--- config.mk ---
export PLATFORM = sky130hd
export DESIGN_NAME = fabric_to_system_bus_bridge_top_flat
export DESIGN_NICKNAME = d
export VERILOG_FILES = /design/src/rtl/core/f2sb_pkg.sv /design/src/rtl/core/f2sb_if.sv /design/src/rtl/core/f2sb_core.sv /design/src/rtl/core/f2sb_out_stage.sv /design/src/rtl/core/fabric_to_system_bus_bridge_top.sv /design/src/flat_wrapper.sv
export SDC_FILE = /design/constraint.sdc
export NUM_CORES = 1
export LEC_CHECK = 0
export BUFFER_PORTS_ARGS = -buffer_cell sky130_fd_sc_hd__clkbuf_2
export CAP_MARGIN = 20
export CORE_ASPECT_RATIO = 0.9
export CORE_MARGIN = 2
export CORE_UTILIZATION = 35
export DETAILED_ROUTE_END_ITERATION = 8
export HOLD_SLACK_MARGIN = 0.1
export PLACE_DENSITY_LB_ADDON = 0.05
export SYNTH_ARGS = -nofsm -noshare
export SYNTH_HDL_FRONTEND = slang
export SYNTH_SLANG_ARGS = --single-unit
--- constraint.sdc ---
create_clock -name i_clk -period 6.65 [get_ports i_clk]
set_input_delay 0.3325 -clock i_clk [delete_from_list [all_inputs] [get_ports i_clk]]
set_output_delay 0.3325 -clock i_clk [all_outputs]
set_load 0.005 [all_outputs]
--- src/rtl/core/f2sb_pkg.sv ---
// Shared widths, event codes and bridge phase codes for the fabric to system bus bridge.
`default_nettype none

package f2sb_pkg;

    localparam int ADDR_BITS_DEF = 24;
    localparam int REQ_W         = 3;
    localparam int DATA_W        = 8;
    localparam int PHASE_W       = 3;

    // Event codes carried in req_type.
    localparam logic [REQ_W-1:0] REQ_CYC_START = 3'd0;
    localparam logic [REQ_W-1:0] REQ_CYC_END   = 3'd1;
    localparam logic [REQ_W-1:0] REQ_ADDR      = 3'd2;
    localparam logic [REQ_W-1:0] REQ_WDATA     = 3'd3;
    localparam logic [REQ_W-1:0] REQ_TICK      = 3'd4;
    localparam logic [REQ_W-1:0] REQ_TOCK      = 3'd5;

    // Bridge phases.
    localparam logic [PHASE_W-1:0] PH_IDLE      = 3'd0;
    localparam logic [PHASE_W-1:0] PH_READ      = 3'd1;
    localparam logic [PHASE_W-1:0] PH_WRITE     = 3'd2;
    localparam logic [PHASE_W-1:0] PH_WRITE_DAT = 3'd3;
    localparam logic [PHASE_W-1:0] PH_WAIT_TICK = 3'd4;

    typedef logic [DATA_W-1:0] t_byte;

endpackage

`default_nettype wire

--- src/rtl/core/f2sb_if.sv ---
// Valid/ready channel interfaces for bridge event words and result words.
`default_nettype none

interface f2sb_req_if #(
    parameter int ADDR_BITS = f2sb_pkg::ADDR_BITS_DEF
);
    logic                         valid;
    logic                         ready;
    logic [f2sb_pkg::REQ_W-1:0]   req_type;
    logic [ADDR_BITS-1:0]         addr_in;
    logic                         write_en;
    logic [f2sb_pkg::DATA_W-1:0]  wdata_in;
    logic                         sys_phase;
    logic [f2sb_pkg::DATA_W-1:0]  bus_rdata;

    modport source (
        output valid, req_type, addr_in, write_en, wdata_in, sys_phase, bus_rdata,
        input  ready
    );
    modport sink (
        input  valid, req_type, addr_in, write_en, wdata_in, sys_phase, bus_rdata,
        output ready
    );
endinterface

interface f2sb_rsp_if #(
    parameter int ADDR_BITS = f2sb_pkg::ADDR_BITS_DEF
);
    logic                         valid;
    logic                         ready;
    logic                         ack_out;
    logic                         rdata_valid;
    logic [f2sb_pkg::DATA_W-1:0]  rdata_out;
    logic                         bus_start;
    logic [ADDR_BITS-1:0]         bus_addr;
    logic                         bus_read;
    logic                         bus_wdata_valid;
    logic [f2sb_pkg::DATA_W-1:0]  bus_wdata;

    modport source (
        output valid, ack_out, rdata_valid, rdata_out, bus_start, bus_addr, bus_read,
               bus_wdata_valid, bus_wdata,
        input  ready
    );
    modport sink (
        input  valid, ack_out, rdata_valid, rdata_out, bus_start, bus_addr, bus_read,
               bus_wdata_valid, bus_wdata,
        output ready
    );
endinterface

`default_nettype wire

--- src/rtl/core/f2sb_core.sv ---
// Input register, bridge state and the per-word decode that forms one result word.
`default_nettype none

module f2sb_core #(
    parameter int ADDR_BITS = f2sb_pkg::ADDR_BITS_DEF
) (
    input  wire          i_clk,
    input  wire          i_rst_n,
    f2sb_req_if.sink     i_req,
    f2sb_rsp_if.source   o_res
);
    import f2sb_pkg::*;

    // Input register.
    logic                 r_in_valid;
    logic [REQ_W-1:0]     r_req_type;
    logic [ADDR_BITS-1:0] r_addr_in;
    logic                 r_write_en;
    t_byte                r_wdata_in;
    logic                 r_sys_phase;
    t_byte                r_bus_rdata;

    // Bridge state.
    logic [PHASE_W-1:0]   r_phase, n_phase;
    logic                 r_cycle_pending, n_cycle_pending;
    logic                 r_wdata_pending, n_wdata_pending;
    logic [ADDR_BITS-1:0] r_latched_addr, n_latched_addr;
    logic                 r_latched_write, n_latched_write;
    t_byte                r_latched_wdata, n_latched_wdata;
    logic                 r_tock_flag, n_tock_flag;
    logic                 r_tock_flag_dly, n_tock_flag_dly;

    logic                 advance;

    assign advance     = r_in_valid && o_res.ready;
    assign i_req.ready = !r_in_valid || o_res.ready;
    assign o_res.valid = r_in_valid;

    always_ff @(posedge i_clk) begin
        if (!i_rst_n) begin
            r_in_valid <= 1'b0;
        end else if (i_req.ready) begin
            r_in_valid <= i_req.valid;
        end
    end

    always_ff @(posedge i_clk) begin
        if (i_req.valid && i_req.ready) begin
            r_req_type  <= i_req.req_type;
            r_addr_in   <= i_req.addr_in;
            r_write_en  <= i_req.write_en;
            r_wdata_in  <= i_req.wdata_in;
            r_sys_phase <= i_req.sys_phase;
            r_bus_rdata <= i_req.bus_rdata;
        end
    end

    always_comb begin
        n_phase         = r_phase;
        n_cycle_pending = r_cycle_pending;
        n_wdata_pending = r_wdata_pending;
        n_latched_addr  = r_latched_addr;
        n_latched_write = r_latched_write;
        n_latched_wdata = r_latched_wdata;
        n_tock_flag     = r_tock_flag;
        n_tock_flag_dly = r_tock_flag_dly;

        o_res.ack_out         = 1'b0;
        o_res.rdata_valid     = 1'b0;
        o_res.rdata_out       = '0;
        o_res.bus_start       = 1'b0;
        o_res.bus_addr        = '0;
        o_res.bus_read        = 1'b0;
        o_res.bus_wdata_valid = 1'b0;
        o_res.bus_wdata       = '0;

        unique case (r_req_type)
            REQ_CYC_START: begin
                n_cycle_pending = 1'b1;
            end
            REQ_CYC_END: begin
                if (r_phase == PH_READ) begin
                    n_phase = PH_IDLE;
                end else if (r_phase == PH_WRITE || r_phase == PH_WRITE_DAT) begin
                    n_phase = PH_WAIT_TICK;
                end
                n_cycle_pending = 1'b0;
                n_wdata_pending = 1'b0;
            end
            REQ_ADDR: begin
                n_latched_addr  = r_addr_in;
                n_latched_write = r_write_en;
            end
            REQ_WDATA: begin
                n_latched_wdata = r_wdata_in;
                n_wdata_pending = 1'b1;
                if (r_phase == PH_WRITE) begin
                    o_res.bus_wdata_valid = 1'b1;
                    o_res.bus_wdata       = r_wdata_in;
                    o_res.ack_out         = 1'b1;
                    n_phase               = PH_WRITE_DAT;
                end
            end
            REQ_TICK: begin
                if (r_sys_phase) begin
                    if (r_phase == PH_READ) begin
                        o_res.rdata_valid = 1'b1;
                        o_res.rdata_out   = r_bus_rdata;
                        o_res.ack_out     = 1'b1;
                        n_phase           = PH_IDLE;
                    end else if (r_phase == PH_WAIT_TICK) begin
                        n_phase = PH_IDLE;
                    end
                end
                n_tock_flag = r_sys_phase;
            end
            REQ_TOCK: begin
                if (r_tock_flag_dly && r_phase == PH_IDLE && r_cycle_pending) begin
                    o_res.bus_start = 1'b1;
                    o_res.bus_addr  = r_latched_addr;
                    o_res.bus_read  = !r_latched_write;
                    if (r_latched_write) begin
                        if (r_wdata_pending) begin
                            o_res.bus_wdata_valid = 1'b1;
                            o_res.bus_wdata       = r_latched_wdata;
                            o_res.ack_out         = 1'b1;
                            n_phase               = PH_WRITE_DAT;
                        end else begin
                            n_phase = PH_WRITE;
                        end
                    end else begin
                        n_phase = PH_READ;
                    end
                end
                n_tock_flag_dly = r_tock_flag;
            end
            default: begin
                // Unused event codes leave the state alone and give an all-zero word.
            end
        endcase
    end

    always_ff @(posedge i_clk) begin
        if (!i_rst_n) begin
            r_phase         <= PH_IDLE;
            r_cycle_pending <= 1'b0;
            r_wdata_pending <= 1'b0;
            r_latched_addr  <= '0;
            r_latched_write <= 1'b0;
            r_latched_wdata <= '0;
            r_tock_flag     <= 1'b0;
            r_tock_flag_dly <= 1'b0;
        end else if (advance) begin
            r_phase         <= n_phase;
            r_cycle_pending <= n_cycle_pending;
            r_wdata_pending <= n_wdata_pending;
            r_latched_addr  <= n_latched_addr;
            r_latched_write <= n_latched_write;
            r_latched_wdata <= n_latched_wdata;
            r_tock_flag     <= n_tock_flag;
            r_tock_flag_dly <= n_tock_flag_dly;
        end
    end

endmodule

`default_nettype wire

--- src/rtl/core/f2sb_out_stage.sv ---
// Result register that holds a finished word until the receiver takes it.
`default_nettype none

module f2sb_out_stage #(
    parameter int ADDR_BITS = f2sb_pkg::ADDR_BITS_DEF
) (
    input  wire          i_clk,
    input  wire          i_rst_n,
    f2sb_rsp_if.sink     i_res,
    f2sb_rsp_if.source   o_rsp
);
    import f2sb_pkg::*;

    logic                 r_valid;
    logic                 r_ack_out;
    logic                 r_rdata_valid;
    t_byte                r_rdata_out;
    logic                 r_bus_start;
    logic [ADDR_BITS-1:0] r_bus_addr;
    logic                 r_bus_read;
    logic                 r_bus_wdata_valid;
    t_byte                r_bus_wdata;

    assign i_res.ready = !r_valid || o_rsp.ready;

    always_ff @(posedge i_clk) begin
        if (!i_rst_n) begin
            r_valid <= 1'b0;
        end else if (i_res.ready) begin
            r_valid <= i_res.valid;
        end
    end

    always_ff @(posedge i_clk) begin
        if (i_res.valid && i_res.ready) begin
            r_ack_out         <= i_res.ack_out;
            r_rdata_valid     <= i_res.rdata_valid;
            r_rdata_out       <= i_res.rdata_out;
            r_bus_start       <= i_res.bus_start;
            r_bus_addr        <= i_res.bus_addr;
            r_bus_read        <= i_res.bus_read;
            r_bus_wdata_valid <= i_res.bus_wdata_valid;
            r_bus_wdata       <= i_res.bus_wdata;
        end
    end

    assign o_rsp.valid           = r_valid;
    assign o_rsp.ack_out         = r_ack_out;
    assign o_rsp.rdata_valid     = r_rdata_valid;
    assign o_rsp.rdata_out       = r_rdata_out;
    assign o_rsp.bus_start       = r_bus_start;
    assign o_rsp.bus_addr        = r_bus_addr;
    assign o_rsp.bus_read        = r_bus_read;
    assign o_rsp.bus_wdata_valid = r_bus_wdata_valid;
    assign o_rsp.bus_wdata       = r_bus_wdata;

endmodule

`default_nettype wire

--- src/rtl/core/fabric_to_system_bus_bridge_top.sv ---
// Top level of the fabric to system bus bridge: event register, bridge state, result register.
//
// The bridge takes one event word per handshake on i_req: cycle start, cycle end,
// address with write enable, write data, a system tick with its clock phase, or a tock.
// For every accepted event word it returns exactly one result word on o_rsp, carrying
// the acknowledge to the fabric master, returned read data, and the system bus launch
// (address, direction) and write data, each with its own valid flag.
// An accepted word is registered, decoded against the bridge state in one short
// combinational pass, and the result lands in an output register: the result appears
// on o_rsp once the word moves from the event register into the result register, and one
// word can be accepted in every cycle while the receiver is not stalled. The ready
// path runs from o_rsp.ready back to i_req.ready past the two register stages, so a
// stalled receiver fills the result register first, then the event register, and only
// then is i_req.ready dropped. Nothing is lost or repeated while stalled; the bridge
// state advances only when a word moves into the result register.
// Reset (i_rst_n low, synchronous) empties both stages and returns the bridge to the
// idle phase with no pending cycle, no pending write data, cleared latches and
// cleared tock flags.
`default_nettype none

module fabric_to_system_bus_bridge_top #(
    parameter int ADDR_BITS = f2sb_pkg::ADDR_BITS_DEF
) (
    input  wire          i_clk,
    input  wire          i_rst_n,
    f2sb_req_if.sink     i_req,
    f2sb_rsp_if.source   o_rsp
);
    import f2sb_pkg::*;

    // Result word between the decode pass and the output register.
    f2sb_rsp_if #(.ADDR_BITS(ADDR_BITS)) res_mid ();

    f2sb_core #(.ADDR_BITS(ADDR_BITS)) u_core (
        .i_clk   (i_clk),
        .i_rst_n (i_rst_n),
        .i_req   (i_req),
        .o_res   (res_mid.source)
    );

    f2sb_out_stage #(.ADDR_BITS(ADDR_BITS)) u_out (
        .i_clk   (i_clk),
        .i_rst_n (i_rst_n),
        .i_res   (res_mid.sink),
        .o_rsp   (o_rsp)
    );

endmodule

`default_nettype wire

--- src/flat_wrapper.sv ---
// flat-port wrapper written by rule: the top's interface ports become plain ports
module fabric_to_system_bus_bridge_top_flat import f2sb_pkg::*;
#(
    parameter int ADDR_BITS = f2sb_pkg::ADDR_BITS_DEF
)
  (i_clk, i_rst_n, i_req_valid, i_req_req_type, i_req_addr_in, i_req_write_en, i_req_wdata_in, i_req_sys_phase, i_req_bus_rdata, i_req_ready, o_rsp_valid, o_rsp_ack_out, o_rsp_rdata_valid, o_rsp_rdata_out, o_rsp_bus_start, o_rsp_bus_addr, o_rsp_bus_read, o_rsp_bus_wdata_valid, o_rsp_bus_wdata, o_rsp_ready);
  f2sb_req_if #(.ADDR_BITS(ADDR_BITS)) i_req_i ();
  f2sb_rsp_if #(.ADDR_BITS(ADDR_BITS)) o_rsp_i ();
  input  wire i_clk;
  input  wire i_rst_n;
  input wire logic [$bits(i_req_i.valid)-1:0] i_req_valid;
  input wire logic [$bits(i_req_i.req_type)-1:0] i_req_req_type;
  input wire logic [$bits(i_req_i.addr_in)-1:0] i_req_addr_in;
  input wire logic [$bits(i_req_i.write_en)-1:0] i_req_write_en;
  input wire logic [$bits(i_req_i.wdata_in)-1:0] i_req_wdata_in;
  input wire logic [$bits(i_req_i.sys_phase)-1:0] i_req_sys_phase;
  input wire logic [$bits(i_req_i.bus_rdata)-1:0] i_req_bus_rdata;
  output wire logic [$bits(i_req_i.ready)-1:0] i_req_ready;
  output wire logic [$bits(o_rsp_i.valid)-1:0] o_rsp_valid;
  output wire logic [$bits(o_rsp_i.ack_out)-1:0] o_rsp_ack_out;
  output wire logic [$bits(o_rsp_i.rdata_valid)-1:0] o_rsp_rdata_valid;
  output wire logic [$bits(o_rsp_i.rdata_out)-1:0] o_rsp_rdata_out;
  output wire logic [$bits(o_rsp_i.bus_start)-1:0] o_rsp_bus_start;
  output wire logic [$bits(o_rsp_i.bus_addr)-1:0] o_rsp_bus_addr;
  output wire logic [$bits(o_rsp_i.bus_read)-1:0] o_rsp_bus_read;
  output wire logic [$bits(o_rsp_i.bus_wdata_valid)-1:0] o_rsp_bus_wdata_valid;
  output wire logic [$bits(o_rsp_i.bus_wdata)-1:0] o_rsp_bus_wdata;
  input wire logic [$bits(o_rsp_i.ready)-1:0] o_rsp_ready;
  assign i_req_i.valid = i_req_valid;
  assign i_req_i.req_type = i_req_req_type;
  assign i_req_i.addr_in = i_req_addr_in;
  assign i_req_i.write_en = i_req_write_en;
  assign i_req_i.wdata_in = i_req_wdata_in;
  assign i_req_i.sys_phase = i_req_sys_phase;
  assign i_req_i.bus_rdata = i_req_bus_rdata;
  assign i_req_ready = i_req_i.ready;
  assign o_rsp_valid = o_rsp_i.valid;
  assign o_rsp_ack_out = o_rsp_i.ack_out;
  assign o_rsp_rdata_valid = o_rsp_i.rdata_valid;
  assign o_rsp_rdata_out = o_rsp_i.rdata_out;
  assign o_rsp_bus_start = o_rsp_i.bus_start;
  assign o_rsp_bus_addr = o_rsp_i.bus_addr;
  assign o_rsp_bus_read = o_rsp_i.bus_read;
  assign o_rsp_bus_wdata_valid = o_rsp_i.bus_wdata_valid;
  assign o_rsp_bus_wdata = o_rsp_i.bus_wdata;
  assign o_rsp_i.ready = o_rsp_ready;
  fabric_to_system_bus_bridge_top #(.ADDR_BITS(ADDR_BITS)) u_core (.i_clk(i_clk), .i_rst_n(i_rst_n), .i_req(i_req_i), .o_rsp(o_rsp_i));
endmodule
### Word-level counts from Yosys, hierarchy flattened

Index checks and enable logic that the tools add are counted.

* eq/ne operators: 14
* muxes and demuxes: 26
* reduce and logical (&&, ||, !) cells: 24

Operators by type and width (number)
* 2-to-1 mux 8 bit: 4
* 2-to-1 mux 3 bit: 8
* case mux 8 bit (2 select lines): 1
* AND reduction 2 bit: 7
* == test 3 x 2 -> 1 bit (second input constant): 4
* case mux 3 bit (4 select lines): 1
* == test 3 bit (second input constant): 3
* 2-to-1 mux 1 bit: 8
* AND reduction 7 bit: 1
* == test 3 x 1 -> 1 bit (second input constant): 2
* logical NOT 3 bit: 2
* != test 2 bit (second input constant): 3
* != test 3 bit (second input constant): 2
* case mux 1 bit (2 select lines): 3
* logical AND 1 bit: 4
* nonzero test 2 bit: 2
* nonzero test 4 bit: 1
* logical NOT 1 bit: 3
* logical OR 1 bit: 3
* case mux 1 bit (3 select lines): 1
* AND reduction 3 bit: 1

* flip-flop bits (word level): 132
* input bits: 49

### Longest topological paths before layout

Gate-level depths: netlist of run 1.

* depth after elaboration: 5
* gate-level depth with buffers: 6
* gate-level depth less buffers: 4

### Cells and area by module

From an unflattened synthesis of run 1, not the netlist that was laid out.

* cells, all modules: 341
* area total of the unflattened synthesis: 4834.6 µm²

By module, submodules not included
* f2sb_core: times used 1, cells an instance 291, area each 3425.8 µm², seq. area each 2172.1 µm²
* f2sb_out_stage: times used 1, cells an instance 50, area each 1408.9 µm², seq. area each 1371.3 µm²

### Worst setup path after synthesis of run 1

Ideal clock, no wire load.

* path kind: reg2reg
* start point: register u_core.u_core.r_in_valid (netlist: u_core.u_core.o_res.valid)
* end point: register u_core.u_core.r_cycle_pending
* setup time: 95 ps
* data arrival time: 3019 ps
* data required time: 6555 ps
* path slack: 3536 ps
* stages on the path, launching flop included: 6
* buffers on the path: 1
* path through: dfxtp_1 -> clkbuf_1 -> inv_1 -> nor2_1 -> a21oi_1 -> a311oi_1

* word-level cells in the longest chain between the ends: 2

Ends and longest elaborated chain
* from (decl): line f2sb_core.sv:15 `logic r_in_valid;`
* from (signal assigned): line f2sb_core.sv:43 `r_in_valid <= i_req.valid;`
* logical AND 1 bit: line f2sb_core.sv:35 `assign advance = r_in_valid && o_res.ready;`
* net u_core.u_core.advance: line f2sb_core.sv:33 `logic advance;`
* AND reduction 2 bit (no source line)
* to (signal assigned): line f2sb_core.sv:155 `r_cycle_pending <= n_cycle_pending;`
* to (decl): line f2sb_core.sv:25 `logic r_cycle_pending, n_cycle_pending;`

The timed path passes the listed nets, and every way through them passes these cells.
A chain may end at the register's enable or synchronous reset.

### Final worst setup path of run 1

* start point: register u_core.u_core.r_req_type[2]
* end point: register u_core.u_out.r_bus_wdata[1] (netlist: u_core.u_out.o_rsp.bus_wdata[1]), data pin

* word-level cells in the longest chain between the ends: 2

Ends and longest elaborated chain
* from (decl): line f2sb_core.sv:16 `logic [REQ_W-1:0] r_req_type;`
* from (signal assigned): line f2sb_core.sv:49 `r_req_type <= i_req.req_type;`
* == test 3 bit / == test 3 x 2 -> 1 bit (equally long branches): line f2sb_core.sv:77 `unique case (r_req_type)`
* case mux 8 bit (2 select lines) (*): line f2sb_core.sv:77
* net u_core.res_mid.bus_wdata, one bit: line f2sb_if.sv:38 `logic [f2sb_pkg::DATA_W-1:0] bus_wdata;`
* to (signal assigned): line f2sb_out_stage.sv:43 `r_bus_wdata <= i_res.bus_wdata;`
* to (decl): line f2sb_out_stage.sv:22 `t_byte r_bus_wdata;`

Mark *: on every way through the listed nets, which the timed path passes. The rest lies on a longest branch.

==> flow_summary_export.csv, run 1 <==
group,metric,value,unit
synth,synthesis.nets,363,
setup_path,cp.required,6920,ps
cells_and_area,area_delta_synth_final,35.0,%
timing,max_freq,0.491,GHz
die,die_y,115,um
placed_design,placed_cell_area,0.00543,mm2
min_path,hp-class,"in -> reg",
pwr,switchingPower,377,uW
placed_design,port_buffers,95,
pwr,power.internal,1.58,mW
routing,vias_per_cell,4.46,
die,start_util,35.8,%
synth,ys_seq_area_share,74.4,%
placed_design,gp_congestion,0.789,
synth,yosysWarnings,0,
pwr,swShare,19.2,%
timing,hold_violations,0,
pwr,pwr-share-clk,48.8,%
die,dieArea,0.0146,mm2
synth,synth_seq_cells,132,
global_routing,grtUsageMet2,20.9,%
cts,cts_hold_buf,39,
synth,syn_area,0.00476,mm2
setup_path,end_kind,"register",
placed_design,dp_cells,567,
setup_path,arrival,2310,ps
pwr,p_leak,2.78,nW
cts,cts_resized,0,
die,rows,40,
timing,worstMarginPinSlew,996,ps
pwr,ir_drop,0.187,mV
cts,cts_buffers,17,
cts,clk_path_buf_depth,2,
timing,period_needed,2040,ps
timing,rsz0062_at_grt,"no",
timing,slew_headroom,33.4,%
routing,ant_nets,0,
setup_path,worstSetupPathType,"reg -> reg",
synth,syn_inst,314,
die,boundaryPins,96,
cells_and_area,nets,506,
timing,holdWs,113,ps
pwr,power,1.96,mW
cts,htreeDepth,4,
global_routing,gr-usage-all-layers,13.6,%
routing,drt_pass1_iterations,4,
die,die_w,127,um
synth,ys_types,34,
pwr,comb_power_share,4.1,%
global_routing,grt_pass1_vias,2841,
pwr,pwr_density_cell,304,mW/mm2
placed_design,hpwl,5.78,mm
global_routing,grt_max_degree,40,
cts,clkTransAtPathRegs,50,ps
pwr,seqPwrFrac,47.0,%
global_routing,grt_use_met3,4.30,%
routing,post-route-drc-count,0,
cts,root_buffer,"clkbuf_16",
die,core_area,0.0133,mm2
routing,wirelength,9.37,mm
synth,syn_avg_cell_area,15.2,um2
setup_path,startpoint_type,"register",
routing,drt_iter0_markers,149,
outcome,status,"completed",
global_routing,grt_overflow_total,0,
timing,fin_skew,19.4,ps
global_routing,antenna_found_initial,0,
timing,post-route-period-util,30.7,%
routing,num_vias,2847,
cells_and_area,design_area,0.00643,mm2
cts,cts_tree,"built",
job,maxCapViolCount,0,
routing,avgRoutedWirePerCell,14.7,um
timing,fin_setup_tns,0,ps
timing,setup_viol,0,
cts,post_cts_buffers,0,
global_routing,use_met1,17.2,%
cells_and_area,drive_above_1_share,28.5,%
timing,maxSlewViolCount,0,
cells_and_area,final_cells,638,
cts,insertion_delay,420,ps
setup_path,path_max_fanout,10,
cts,clock-sinks,132,
cells_and_area,antenna_cells,0,
global_routing,grt_pass1_wl,14.5,mm
global_routing,grt_busiest_layer,"met2",
[registers in the layout, summed over array words and instances (netlist names), 3 cells and up]
register                       count
u_core.u_core.r_phase              3
u_core.u_core.r_bus_rdata          8
u_core.u_out.o_rsp.bus_wdata       8
u_core.u_out.o_rsp.rdata_out       8
u_core.u_core.r_wdata_in           8
u_core.u_core.r_req_type           3
u_core.u_out.o_rsp.bus_addr       24
u_core.u_core.r_addr_in           24
u_core.u_core.r_latched_addr      24
u_core.u_core.r_latched_wdata      8
[cells in the mapped netlist, drive strengths merged]
cell type   n  area [um2]
edfxtp     90        2700
dfxtp      42         841
nor2       41         154
mux2i      38         380
and2       34         213
a22o        8        70.1
buf         8        48.8
clkbuf      7        26.3
inv         6        22.5
a21oi       5        25.0
nand2       4        15.0
nand3       4        20.0
and3        2        12.5
and3b       2        17.5
nand2b      2        12.5
nand4       2        18.8
nor2b       2        12.5
nor3b       2        15.0
o211ai      2        15.0
o41ai       2        17.5
a2111oi     1        8.76
a311oi      1        8.76
a31o        1        8.76
nand4bb     1        27.5
nor4        1        21.3
nor4b       1        15.0
o21ai       1        5.00
o21bai      1        7.51
or2         1        6.26
or3         1        6.26
xor2        1        8.76
[cell usage in the layout (no fill, tap or decap), drive strengths merged, types with 5 or more instances in the layout]
| master | instances |
|---|---|
| edfxtp | 90 |
| mux2i | 38 |
| nor2 | 41 |
| inv | 6 |
| buf | 5 |
| dlygate4sd3 | 39 |
| dfxtp | 42 |
| clkbuf | 116 |
| a22o | 8 |
| and2 | 34 |
| clkinv | 6 |
| a21oi | 5 |
[logic make-up after synthesis]
| group | Yosys count | share of synthesized area (%) |
|---|---|---|
| simple gates | 100 | 11.9 |
| xor+xnor | 1 | 0.184 |
| flops | 132 | 74.4 |
| buf+inv | 21 | 2.05 |
| mux | 38 | 7.99 |
| compound gates | 22 | 3.49 |
[power by group through the flow]
stage               combinational, mW  clock, mW  sequential [mW]
CTS                            0.0829      0.982            0.920
finish                         0.0812      0.956            0.920
detailed placement             0.0648          0            0.937
global placement               0.0634          0            0.937
floorplan                      0.0282          0            0.934
global route                   0.0891       1.01            0.923
[per-layer routing]
layer	routed length [um]	vias to the layer above
met1	4470	1345
met5	0	-
met3	477	5
met2	4320	77
li1	-	1420
met4	106	0
[critical path: stages, from the launching register on]
cell and delay [ps]:
edfxtp_1 500, and3b_1 300, nor4b_2 820, a22o_1 270
[through the flow]
stage	worst slack (ps)	utilization (%)
after floorplan	3540	-
after global placement	4630	40.7
after detailed placement	4610	40.8
after CTS	4590	48.3
after global routing	4410	48.3
final	4610	48.3
[path summary, 6_finish.rpt]
check                                                  from                         endpoint  slack [ps]  depth (start not counted)
worst max-delay path            u_core.u_core.r_req_type[2]  u_core.u_out.o_rsp.bus_wdata[1]        4610                          3
worst min-delay path                       i_req_addr_in[1]       u_core.u_core.r_addr_in[1]         110                          1
worst max register to register  u_core.u_core.r_req_type[2]  u_core.u_out.o_rsp.bus_wdata[1]        4610                          3
worst min register to register   u_core.u_core.r_addr_in[6]  u_core.u_core.r_latched_addr[6]         480                          2
[area by class of cell]
type | count | area (um2)
flip-flops and latches | 132 | 3540
well taps | 168 | 210
repair buffers | 139 | 916
multi-input cells | 161 | 1130
fillers | 1193 | 6880
inverters | 6 | 22.5
clock buffers | 21 | 450
clock inverters | 11 | 158
Note: power is estimated with default switching activity, not from simulation.
==> inputs of run 2 (changes only) <==
==> constraint.sdc (replaced) <==
create_clock -name i_clk -period 2.1 [get_ports i_clk]
set_input_delay 0.105 -clock i_clk [delete_from_list [all_inputs] [get_ports i_clk]]
set_output_delay 0.105 -clock i_clk [all_outputs]
set_load 0.005 [all_outputs]
==> run 2 against run 1 <==
Net effect:
- sequential cell count stayed put
- register-to-register slack got worse by 4300 ps
- hold slack better by 25 ps
- critical endpoint is now u_core.u_out.o_rsp.ack_out
- largest power group is now registers
==> flow_summary_export.csv, run 2 (synthesis gave the netlist of run 1 again) <==
group,metric,value,unit
outcome,status,"completed",
pwr,seqPwrFrac,49.1,%
placed_design,dp_cells,569,
timing,fin_setup_tns,0,ps
timing,period_needed,1800,ps
die,core_area,0.0133,mm2
cells_and_area,nets,516,
cells_and_area,mostFrequentLayoutCell,"clkbuf_2",
pwr,switchingPower,1.17,mW
pwr,swShare,19.7,%
setup_path,end_kind,"register",
setup_path,path_max_fanout,10,
min_path,hp-class,"in -> reg",
routing,post-route-drc-count,0,
routing,num_vias,2913,
cells_and_area,area_delta_synth_final,36.3,%
pwr,p_leak,2.80,nW
setup_path,crit_slowest_cell,"dfxtp_1",
global_routing,grt_overflow_total,0,
die,die_w,127,um
job,maxCapViolCount,0,
die,die_y,115,um
cts,cts_tree,"built",
setup_path,worstSetupPathType,"reg -> reg",
placed_design,gp_congestion,0.799,
setup_path,arrival,1960,ps
setup_path,cp.required,2260,ps
cts,insertion_delay,420,ps
cts,clk_path_buf_depth,2,
cts,clock-sinks,132,
cts,root_buffer,"clkbuf_16",
global_routing,grt_pass1_wl,15.2,mm
placed_design,port_buffers,95,
routing,drt_pass1_iterations,4,
pwr,pwr_density_cell,914,mW/mm2
setup_path,path_cells,"nand4bb_4 > nor4_4 > and3_1 > or3_1",
cells_and_area,final_cell_mix,"95 x clkbuf_2, 90 x edfxtp_1, 47 x dlygate4sd3_1",
cts,cts_buffers,17,
setup_path,worstSetupStartpoint,"u_core.u_core.r_phase[0]",
pwr,comb_power_share,4.7,%
timing,fin_skew,8.10,ps
routing,vias_per_cell,4.50,
routing,drt_iter0_markers,172,
timing,post-route-period-util,85.8,%
timing,hold_violations,0,
setup_path,crit_family,"simple AND/OR/NAND/NOR gates",
timing,maxSlewViolCount,0,
pwr,pwr-share-clk,46.3,%
placed_design,hpwl,5.60,mm
cells_and_area,finalCoreUtilization,48.8,%
global_routing,grt_pass1_vias,2999,
cells_and_area,antenna_cells,0,
routing,ant_nets,0,
timing,holdWs,138,ps
timing,setup_viol,0,
cells_and_area,drive_above_1_share,27.9,%
timing,slew_headroom,60.2,%
routing,avgRoutedWirePerCell,14.8,um
setup_path,rr_startpoint,"u_core.u_core.r_phase[0]",
cts,clkTransAtPathRegs,50,ps
global_routing,antenna_found_initial,0,
min_path,hp-start,"o_rsp_ready",
cts,htreeDepth,4,
die,start_util,35.8,%
setup_path,startpoint_type,"register",
timing,rsz0062_at_grt,"no",
pwr,ir_drop,0.518,mV
die,dieArea,0.0146,mm2
setup_path,max_stage_delay,520,ps
cells_and_area,final_cells,648,
global_routing,grt_max_degree,40,
die,rows,40,
global_routing,gr-usage-all-layers,14.2,%
routing,wirelength,9.56,mm
timing,max_freq,0.555,GHz
timing,worstMarginPinSlew,594,ps
pwr,power.internal,4.77,mW
setup_path,worst-path-buf-inv,0,
die,boundaryPins,96,
-- run 2: changes by cell type in the layout (fill, tap and decap cells not counted), moves of 2 or more --
cell / before / now
bufinv_16: 4 / 1
clkinv_1: 3 / 1
clkbuf_8: 1 / 4
dlygate4sd3_1: 39 / 47
clkbuf_1: 3 / 7
-- run 2: layer usage --
metal	wire length, um	track usage, %	up-vias
li1	-	-	1434
met1	4210	17.2	1382
met2	4690	23.2	86
met3	519	4.91	11
met4	136	6.08	0
met5	0	0	-
-- run 2: path summary, 6_finish.rpt --
kind	end	slack, ps	cells after the start
worst max register to register	u_core.u_out.o_rsp.ack_out	300	4
worst max-delay path	u_core.u_out.o_rsp.ack_out	300	4
worst min-delay path	u_core.u_core.o_res.valid	140	4
worst min register to register	u_core.u_core.r_latched_addr[1]	470	2
-- run 2: area by class of cell --
type | instances | area [um2]
timing repair buffer | 149 | 1020
tap | 168 | 210
clock buffer | 28 | 507
clock inverter | 4 | 46.3
sequential | 132 | 3540
inverter | 6 | 22.5
multi-input combinational | 161 | 1140
fill | 1169 | 6820
-- run 2: tightest hold or removal path, delay by kind of cell --
kind	cells	cell delay, ps
compound gates	1	170
buf+inv	1	80
simple gates	2	140
-- run 2: per-stage QoR --
| step | worst slack [ps] | total power, mW | area (um2) |
|---|---|---|---|
| finish | 298 | 5.94 | 6490 |
| global route | 218 | 6.15 | 6490 |
| CTS | 77.4 | 6.00 | 6480 |
| detailed placement | 32.1 | 3.18 | 5460 |
| global placement | 81.2 | 3.17 | 5460 |
| floorplan | -8.83 | 3.05 | 4770 |
-- run 2: power groups by stage --
stage / Sequential [mW] / Clock (mW) / Combinational [mW]
after detailed placement: 2.96 / 0 / 0.214
after global placement: 2.96 / 0 / 0.212
after global routing: 2.92 / 2.93 / 0.306
final: 2.91 / 2.75 / 0.277
after floorplan: 2.96 / 0 / 0.0911
after CTS: 2.91 / 2.81 / 0.283
-- run 2: repair_timing --
action,in CTS,in global routing
endpoints found under the hold margin,49,0
hold buffers,47,0
endpoints found under the setup margin,0,9
setup buffers,0,0
resized for setup,0,1
==> inputs of run 3 (changes only) <==
--- a/config.mk
+++ b/config.mk
@@ -9,10 +9,11 @@
 export CAP_MARGIN = 20
 export CORE_ASPECT_RATIO = 0.9
 export CORE_MARGIN = 2
-export CORE_UTILIZATION = 35
+export CORE_UTILIZATION = 54
 export DETAILED_ROUTE_END_ITERATION = 8
 export HOLD_SLACK_MARGIN = 0.1
 export PLACE_DENSITY_LB_ADDON = 0.05
+export SETUP_SLACK_MARGIN = 0.02
 export SYNTH_ARGS = -nofsm -noshare
 export SYNTH_HDL_FRONTEND = slang
 export SYNTH_SLANG_ARGS = --single-unit
==> run 3 against run 2 <==
Net effect:
- wire length shrank 5.5%
- sequential power about the same
- hold slack improved by 170 ps
- critical endpoint is now u_core.u_core.r_latched_wdata[0]
- utilization increased by 27 points
- clock skew is 1.2 ps lower
==> flow_summary_export.csv, run 3 (synthesis gave the netlist of run 1 again) <==
group,metric,value,unit
outcome,status,"completed",
cells_and_area,area_delta_synth_final,35.7,%
pwr,comb_power_share,4.6,%
setup_path,rr_startpoint,"u_core.u_core.r_req_type[2]",
die,die_w,103,um
timing,post-route-period-util,85.1,%
cts,cts_tree,"built",
cells_and_area,mostFrequentLayoutCell,"clkbuf_2",
timing,fin_setup_tns,0,ps
pwr,ir_drop,0.734,mV
job,maxCapViolCount,0,
global_routing,grt_pass1_vias,2983,
setup_path,timing.rr.end,"u_core.u_core.r_latched_wdata[0]",
global_routing,gr-usage-all-layers,20.4,%
setup_path,path_max_fanout,9,
timing,rsz0062_at_grt,"no",
setup_path,worstSetupPathType,"reg -> reg",
timing,maxSlewViolCount,0,
cts,clock-sinks,132,
setup_path,arrival,2160,ps
setup_path,r2r_slack,310,ps
global_routing,grt_overflow_total,0,
cts,root_buffer,"clkbuf_8",
cells_and_area,drive_above_1_share,28.9,%
cells_and_area,final_cells,600,
routing,avgRoutedWirePerCell,15.1,um
timing,slew_headroom,58.1,%
cts,clk_path_buf_depth,2,
setup_path,max_stage_delay,490,ps
cts,htreeDepth,4,
cts,cts_buffers,17,
cts,clkTransAtPathRegs,60,ps
pwr,switchingPower,1.27,mW
pwr,seqPwrFrac,48.6,%
cells_and_area,design_area,0.00646,mm2
placed_design,placed_cell_area,0.00539,mm2
placed_design,port_buffers,95,
timing,worstMarginPinSlew,627,ps
routing,num_vias,2951,
timing,period_needed,1790,ps
routing,wirelength,9.03,mm
die,start_util,55.6,%
routing,vias_per_cell,4.92,
cells_and_area,finalCoreUtilization,75.4,%
die,core_area,0.00857,mm2
setup_path,path_cells,"and3b_1 > nand3_1 > mux2i_1 > nor2_1",
routing,post-route-drc-count,0,
routing,ant_nets,0,
placed_design,dp_cells,519,
routing,drt_pass1_iterations,4,
cts,insertion_delay,500,ps
global_routing,grt_max_degree,42,
setup_path,cp-endpoint,"u_core.u_core.r_latched_wdata[0]",
setup_path,end_kind,"register",
timing,max_freq,0.560,GHz
global_routing,antenna_found_initial,0,
timing,setup_viol,0,
timing,layout_setup_ws,314,ps
cells_and_area,nets,517,
pwr,pwr-share-clk,46.8,%
die,rows,32,
routing,drt_iter0_markers,128,
die,dieArea,0.00959,mm2
setup_path,cp.required,2470,ps
timing,hold_violations,0,
placed_design,gp_congestion,0.829,
placed_design,hpwl,5.31,mm
placed_design,pre_cts_ws,151,ps
die,boundaryPins,96,
setup_path,worstSetupStartpoint,"u_core.u_core.r_req_type[2]",
min_path,hp-class,"in -> reg",
pwr,power.internal,4.72,mW
pwr,swShare,21.2,%
pwr,p_leak,2.81,nW
cells_and_area,final_cell_mix,"95 x clkbuf_2, 90 x edfxtp_1, 49 x dlygate4sd3_1",
global_routing,grt_pass1_wl,14.5,mm
setup_path,reg2reg_depth,4,
die,die_y,93.1,um
setup_path,crit_slowest_cell,"edfxtp_1",
pwr,pwr_density_cell,927,mW/mm2
cells_and_area,antenna_cells,0,
setup_path,startpoint_type,"register",
timing,fin_skew,6.93,ps
[run 3: changes by cell type in the layout (fill, tap and decap cells not counted), sizes merged]
cell         previous run  this run
dlygate4sd3            47        49
clkinv                  2         6
buf                     7         6
clkbuf                123       113
bufinv                  1         2
inv                     6         9
clkinvlp                1         3
[run 3: critical path, delay by kind of cell, from the launching register on]
kind / cells / cell delay [ps]
muxes: 1 / 340
DFF: 1 / 490
and+or+nand+nor: 3 / 820
[run 3: through the flow]
step / power (mW) / hold slack, ps
4_1_cts: 6.03 / 292
3_3_place_gp: 3.16 / 282
5_1_grt: 6.18 / 303
3_5_place_dp: 3.17 / 284
2_1_floorplan: 3.05 / 204
6_report: 5.99 / 310
[run 3: how the worst min path moves through the flow]
stage | to | depth (start not counted) | start | slack [ps]
after floorplan | u_core.u_core.r_addr_in[0] | 0 | i_req_addr_in[0] | 200
after global placement | u_core.u_core.r_addr_in[16] | 1 | i_req_addr_in[16] | 280
after detailed placement | u_core.u_core.r_addr_in[5] | 1 | i_req_addr_in[5] | 280
after CTS | u_core.u_core.r_req_type[1] | 2 | i_req_req_type[1] | 290
after global routing | u_core.u_core.r_addr_in[12] | 2 | i_req_addr_in[12] | 300
final | u_core.u_core.r_wdata_in[2] | 2 | i_req_wdata_in[2] | 310
[run 3: timing repair]
action | 4_1_cts | 5_1_grt
gates resized for setup | 0 | 1
endpoints found under the hold margin | 54 | 0
setup buffers | 0 | 0
hold buffers | 49 | 0
setup endpoints to repair | 0 | 8
[run 3: per-layer routing]
layer	wire (um)	part of all wire, %	vias to the layer above	GRT usage (%)
met2	4430	49	91	33.1
li1	-	-	1444	-
met5	0	0	-	0
met1	4090	45	1410	26.1
met4	74	0.82	0	6.58
met3	435	4.8	6	6.35
[run 3: final cells by class]
type                       instances  area, um2
sequential                       132       3540
fill                             582       2100
timing repair buffer             150       1040
clock inverter                    14        155
inverter                           6       22.5
clock buffer                      18        418
multi-input combinational        161       1140
tap                              119        149
[run 3: power by group through the flow]
stage	Clock, mW	Combinational (mW)	Sequential (mW)
6_report	2.81	0.273	2.91
5_1_grt	2.96	0.301	2.92
4_1_cts	2.84	0.275	2.91
3_5_place_dp	0	0.203	2.96
3_3_place_gp	0	0.201	2.96
2_1_floorplan	0	0.0911	2.96
